$ cat config.mk
export PLATFORM = sky130hd
export DESIGN_NAME = att_seq
export DESIGN_NICKNAME = d
export VERILOG_FILES = /design/src/att_pkg.sv /design/src/att_seq.sv
export SDC_FILE = /design/constraint.sdc
export NUM_CORES = 1
export LEC_CHECK = 0
export BUFFER_PORTS_ARGS = -buffer_cell sky130_fd_sc_hd__buf_2
export CAP_MARGIN = 20
export CORE_AREA = 3 3 40 42
export DETAILED_ROUTE_END_ITERATION = 6
export DIE_AREA = 0 0 43 45
export GPL_TIMING_DRIVEN = 0
export HOLD_SLACK_MARGIN = 0.12
export PLACE_DENSITY_LB_ADDON = 0.15
export SYNTH_ARGS = -nofsm -noshare
export SYNTH_HDL_FRONTEND = slang
export SYNTH_SLANG_ARGS = --single-unit
export TNS_END_PERCENT = 30
$ cat constraint.sdc
create_clock -name clk -period 2.2 [get_ports clk]
set_clock_uncertainty 0.15 [all_clocks]
set_input_delay 0.22 -clock clk [delete_from_list [all_inputs] [get_ports clk]]
set_output_delay 0.22 -clock clk [all_outputs]
set_load 0.03 [all_outputs]
$ cat src/att_pkg.sv
`default_nettype none
package att_pkg;

	localparam logic [1:0] CMD_INSERT = 2'd0;
	localparam logic [1:0] CMD_DELETE = 2'd1;
	localparam logic [1:0] CMD_TICK   = 2'd2;

	localparam logic [1:0] ST_OK        = 2'd0;
	localparam logic [1:0] ST_FULL      = 2'd1;
	localparam logic [1:0] ST_NOT_FOUND = 2'd2;

	localparam logic [2:0] S_CLEAR  = 3'd0;
	localparam logic [2:0] S_IDLE   = 3'd1;
	localparam logic [2:0] S_DISP   = 3'd2;
	localparam logic [2:0] S_SCAN   = 3'd3;
	localparam logic [2:0] S_CHECK  = 3'd4;
	localparam logic [2:0] S_HIT    = 3'd5;
	localparam logic [2:0] S_MISS   = 3'd6;
	localparam logic [2:0] S_RESULT = 3'd7;

	localparam logic [2:0] C_ALWAYS    = 3'd0;
	localparam logic [2:0] C_CLR_LAST  = 3'd1;
	localparam logic [2:0] C_ITEM      = 3'd2;
	localparam logic [2:0] C_NOT_SCAN  = 3'd3;
	localparam logic [2:0] C_SCAN_DONE = 3'd4;
	localparam logic [2:0] C_NO_HIT    = 3'd5;
	localparam logic [2:0] C_OUT_FREE  = 3'd6;

	typedef struct packed {
		logic [1:0]  command;
		logic [31:0] key;
		logic [31:0] requested_size;
		logic [31:0] allocated_size;
		logic [15:0] line_number;
	} req_t;

	typedef struct packed {
		logic [1:0] status;
		logic [5:0] slot_index;
		logic [6:0] used_count;
		logic       exhausted;
	} rsp_t;

	typedef struct packed {
		logic        used;
		logic [31:0] key;
		logic [31:0] requested;
		logic [31:0] allocated;
		logic [15:0] line;
		logic [7:0]  age;
	} row_t;

	typedef struct packed {
		logic clr_wr;
		logic accept;
		logic dispatch;
		logic scan;
		logic hit_wr;
		logic miss;
		logic emit;
	} ctl_t;

	typedef struct packed {
		ctl_t       ctl;
		logic [2:0] cond;
		logic [2:0] target;
		logic       stay;
	} ucode_t;

	typedef struct packed {
		logic clr_last;
		logic item;
		logic not_scan;
		logic scan_done;
		logic no_hit;
		logic out_free;
	} cond_t;

	function automatic ucode_t ucode_rom(input logic [2:0] pc);
		ucode_t w;
		w = '0;
		case (pc)
			S_CLEAR: begin
				w.ctl.clr_wr = 1'b1;
				w.cond = C_CLR_LAST;
				w.target = S_IDLE;
				w.stay = 1'b1;
			end
			S_IDLE: begin
				w.ctl.accept = 1'b1;
				w.cond = C_ITEM;
				w.target = S_DISP;
				w.stay = 1'b1;
			end
			S_DISP: begin
				w.ctl.dispatch = 1'b1;
				w.cond = C_NOT_SCAN;
				w.target = S_RESULT;
			end
			S_SCAN: begin
				w.ctl.scan = 1'b1;
				w.cond = C_SCAN_DONE;
				w.target = S_CHECK;
				w.stay = 1'b1;
			end
			S_CHECK: begin
				w.cond = C_NO_HIT;
				w.target = S_MISS;
			end
			S_HIT: begin
				w.ctl.hit_wr = 1'b1;
				w.cond = C_ALWAYS;
				w.target = S_RESULT;
			end
			S_MISS: begin
				w.ctl.miss = 1'b1;
				w.cond = C_ALWAYS;
				w.target = S_RESULT;
			end
			S_RESULT: begin
				w.ctl.emit = 1'b1;
				w.cond = C_OUT_FREE;
				w.target = S_IDLE;
				w.stay = 1'b1;
			end
			default: begin
				w.cond = C_ALWAYS;
				w.target = S_IDLE;
			end
		endcase
		return w;
	endfunction

endpackage
`default_nettype wire

$ cat src/att_seq.sv
`default_nettype none
module att_seq
	import att_pkg::*;
(
	input  wire logic  clk,
	input  wire logic  arst_n,
	input  wire cond_t cond,
	output ctl_t       ctl
);

	logic [2:0] pc_q;
	ucode_t     word;
	logic       take;

	assign word = ucode_rom(pc_q);
	assign ctl  = word.ctl;

	always_comb begin
		case (word.cond)
			C_ALWAYS:    take = 1'b1;
			C_CLR_LAST:  take = cond.clr_last;
			C_ITEM:      take = cond.item;
			C_NOT_SCAN:  take = cond.not_scan;
			C_SCAN_DONE: take = cond.scan_done;
			C_NO_HIT:    take = cond.no_hit;
			C_OUT_FREE:  take = cond.out_free;
			default:     take = 1'b0;
		endcase
	end

	always_ff @(posedge clk or negedge arst_n) begin
		if (!arst_n) begin
			pc_q <= S_CLEAR;
		end else if (take) begin
			pc_q <= word.target;
		end else if (!word.stay) begin
			pc_q <= pc_q + 3'd1;
		end
	end

endmodule
`default_nettype wire

After elaboration in Yosys (flattened, before gate mapping)
Index checks and enable logic that the tools add are counted.
Operators by class
  muxes and demuxes: 12
  add/subtract/negate cells: 1
  eq/ne operators: 14
  reduce and logical (&&, ||, !) cells: 4
Operator list (number)
  $pmux W6 S7: 1
  $eq A3 B3 Y1 const B: 7
  $eq A3 B2 Y1 const B: 4
  $mux W1: 8
  $pmux W1 S7: 1
  $eq A3 B1 Y1 const B: 2
  $logic_not A3 Y1: 2
  $mux W3: 2
  $reduce_or A4 Y1: 1
  $add A3 B1 Y3 const B: 1
  $ne A2 B1 Y1 const B: 1
  $reduce_or A2 Y1: 1
Word-level totals
  bits of input ports: 8
  word-level logic and storage cells: 32
  bits in registers: 3
  output and inout bits: 7

Logic depth before layout (Yosys ltp)
  depth in word-level cells: 6
  depth in mapped cells: 8
  gate-level depth less buffers: 8

Least setup slack after synthesis
Ideal clock, no wire load.
  path kind: flip-flop to flip-flop
  start: reg pc_q[0]
  end: reg pc_q[0]
  data required time: 1.930 ns
  arrival time: 2.021 ns
  cell stages (with the launch flop): 9
  library setup time: 0.120 ns
  path slack: -0.091 ns
  clock period less this slack: 2.291 ns
  path buffers: 0
  cells stage by stage: dfrtp_1 inv_1 ha_1 nor2b_2 a21oi_1 or4b_1 o211ai_2 mux2i_1 nor2_1
Between the ends
  longest elaborated chain between the ends: 6
  elaborated cells between the ends (all ways): 24
  those cells by class: 1 x add/sub; 14 x eq/ne; 5 x mux; 4 x reduce/logical
RTL lines
  start: declaration: RTL line att_seq.sv:11  | logic [2:0] pc_q;
  start signal: assignment: RTL line att_seq.sv:35  | pc_q <= word.target;
  start signal: assignment: RTL line att_seq.sv:37  | pc_q <= pc_q + 3'd1;
  $eq A3 B3 Y1: RTL line att_pkg.sv:82  | case (pc)
  $reduce_or A2 Y1 (no source line)
  $pmux W6 S7: RTL line att_pkg.sv:82
  $eq A3 B3 Y1 (tied with other cells): RTL line att_seq.sv:19  | case (word.cond)
  $pmux W1 S7: RTL line att_seq.sv:19
  $ne A2 B1 Y1 (no source line) / $mux W3 (equally long branches)
Several ways; a longest one is shown, not always the timed one. The select of a mux whose other input is x is not followed.
A chain may end at the register's enable or synchronous reset.

Worst setup path after layout
  start: reg pc_q[1]
  end: reg pc_q[0]
The elaborated chain is that of the path after synthesis.

==> flow_summary.toml <==
[clock_tree]
clk_root_buffer_cell = "clkbuf_4"
tritoncts = "done"
cts-htree-levels = 1
cts_buffers = 3
ctsLongestPathBuffers = 2
path_clk_slew_ns = 0.04
clock-sinks = 3
clock_latency_ns = 0.24

[critical_path]
worst-setup-path-type = "reg -> reg"
setup.worst_path.start = "pc_q[1]"
critical_path.max_stage_delay_ns = 0.48
critPathSlowestCell = "or4b_4"
arrival_ns = 2.09
critPathMaxFanout = 7
required_ns = 2.17
ff2ff_setup_slack_ns = 0.09
cp_cell_sequence = "inv_4 > ha_4 > a21oi_1 > a21oi_2 > or4b_4 > o211ai_4 > mux2i_1 > nor2_1"
worstSetupEndpointType = "register"
rr_worst_depth = 8
r2r-start = "pc_q[1]"
rr_endpoint = "pc_q[0]"
critPathLaunchType = "register"

[sta]
setup_viol = 0
slew_headroom = 0.790
period_share = 0.961
tightest_slew_ns = 0.314
tns_ns = 0
max_freq_ghz = 0.473
fin_crit_ns = 2.11
whs_ns = 0.154
finalHoldViolCount = 0
layout_setup_ws_ns = 0.0856
drv_slew = 0

[floorplanning]
die-area_um2 = 1940
core_region_area_um2 = 1280
die_w_um = 43
die_y_um = 45
rows = 13
initial_utilization = 0.334
io_pins = 15

[drt]
vias_per_cell = 5.33
dr_total_vias = 501
drc = 0
drtPass1Iterations = 4
routedWlPerCell_um = 13.6
ant_nets = 0
drt_iter0_markers = 10
drt_wl_total_mm = 1.28

[logic_synthesis]
netlist_area_um2 = 429
synth-seq-cells = 3
ys_seq_area_frac = 0.175
synth_top_cell_by_area = "ha_1"
synth.distinct_cells = 24
synth_nets = 70
ys_async_sr_fraction = 1.00
yosys-top-cells-area = "ha_1, dfrtp_1, nor2_1"
synth_edf_count = 0
netlist_instances = 55
yosysTopAreaCellShare = 0.204
synthTopCellsByCount = "ha_1, nor2_1, inv_1, nand3_1"
dominantRegCellSynth = "dfrtp_1"
avgSynthCellArea_um2 = 7.80
yosys_warnings = 0

[min_path]
worstHoldPathType = "in -> async"

[finish]
n_antenna_cell = 0
layout.nets = 95
syn2layout_area_growth_pct = 65.3
largest_reg_flops = 3
filler_cell_count = 108
top_regs = "pc_q x3"
top_register = "pc_q"
drive_gt1_frac = 0.570
post-route-util = 0.552

[power_and_ir_drop]
power_density_nw_per_um2 = 1850
irDropWorstVdd_mv = 0.550
p_leak_nw = 0.306

[placed_design]
gp_congestion = 0.756
pre_cts_ws_ns = -0.137
port-buffer-count = 14
hpwl_um = 790

[global_route]
grtUsageTotal = 0.142
grt_pass1_vias = 448
gr-total-overflow = 0
grt_max_degree = 11
grt_pass1_wl_mm = 2.03
antenna_found_initial = 0

[run]
cap_violations = 0

[status]
status = "complete, no violations"
[metrics by stage]
step | cells | total power [mW] | area, µm²
3_3_place_gp | 84 | 0.907 | 528
2_1_floorplan | 55 | 0.744 | 439
5_1_grt | 94 | 1.41 | 709
6_report | 94 | 1.31 | 709
4_1_cts | 89 | 1.10 | 593
3_5_place_dp | 84 | 0.907 | 528
[layout by cell type, fill, tap and decap left out, types with 2 or more instances in the layout]
cell	instances
buf_2	15
nor2_1	6
buf_4	5
nand3_1	4
inv_1	3
nand2_1	3
ha_2	3
ha_4	3
clkbuf_4	3
dfrtp_2	3
inv_4	2
nor2b_1	2
and2_1	2
a21oi_1	2
a31oi_1	2
mux2i_1	2
[layout make-up]
cell class                 count  area, µm²  area share
tap                           15       18.8      0.0265
sequential                     3       78.8       0.111
buffer                         1       5.00     0.00705
clock buffer                   4       26.3      0.0370
multi-input combinational     46        439       0.619
inverter                       5       23.8      0.0335
timing repair buffer          20        118       0.166
[where the power goes]
group / total (mW) / switching (mW) / internal, mW
Clock: 0.100 / 0.0319 / 0.0682
Sequential: 0.135 / 0.0426 / 0.0928
Combinational: 1.07 / 0.616 / 0.458
[timing repair]
action	4_1_cts	5_1_grt
hold buffers	1	0
setup endpoints to repair	3	3
setup buffers	0	5
resized for setup	8	16
hold endpoints to repair	3	0
gates cloned	0	0
pin swaps	1	1
[worst max path at each step]
stage	to	slack, ns	depth (start not counted)
2_1_floorplan	pc_q[2]	0.007	6
3_3_place_gp	pc_q[0]	-0.14	8
3_5_place_dp	pc_q[0]	-0.14	8
4_1_cts	pc_q[0]	0.004	8
5_1_grt	pc_q[0]	-0.02	8
6_report	pc_q[0]	0.09	8
[logic make-up after synthesis]
group	count (synthesis)	synth area share
fa+ha+maj	7	0.204
buf+inv	6	0.0554
flops	3	0.175
simple gates	22	0.265
mux	2	0.0466
compound gates	15	0.254
[routing by layer]
metal	GRT usage	routed length [µm]
met2	0.210	633
met4	0.0361	0
met1	0.190	583
met5	0	0
met3	0.0637	66
[critical path, delay by kind of cell (launching register included)]
family	cells	cell delay (ns)
buffers and inverters	1	0.11
and+or+nand+nor	2	0.54
DFF	1	0.46
muxes	1	0.22
adders and majority gates	1	0.18
AOI/OAI and AO/OA	3	0.33
Note: power is estimated with default switching activity, not from simulation.
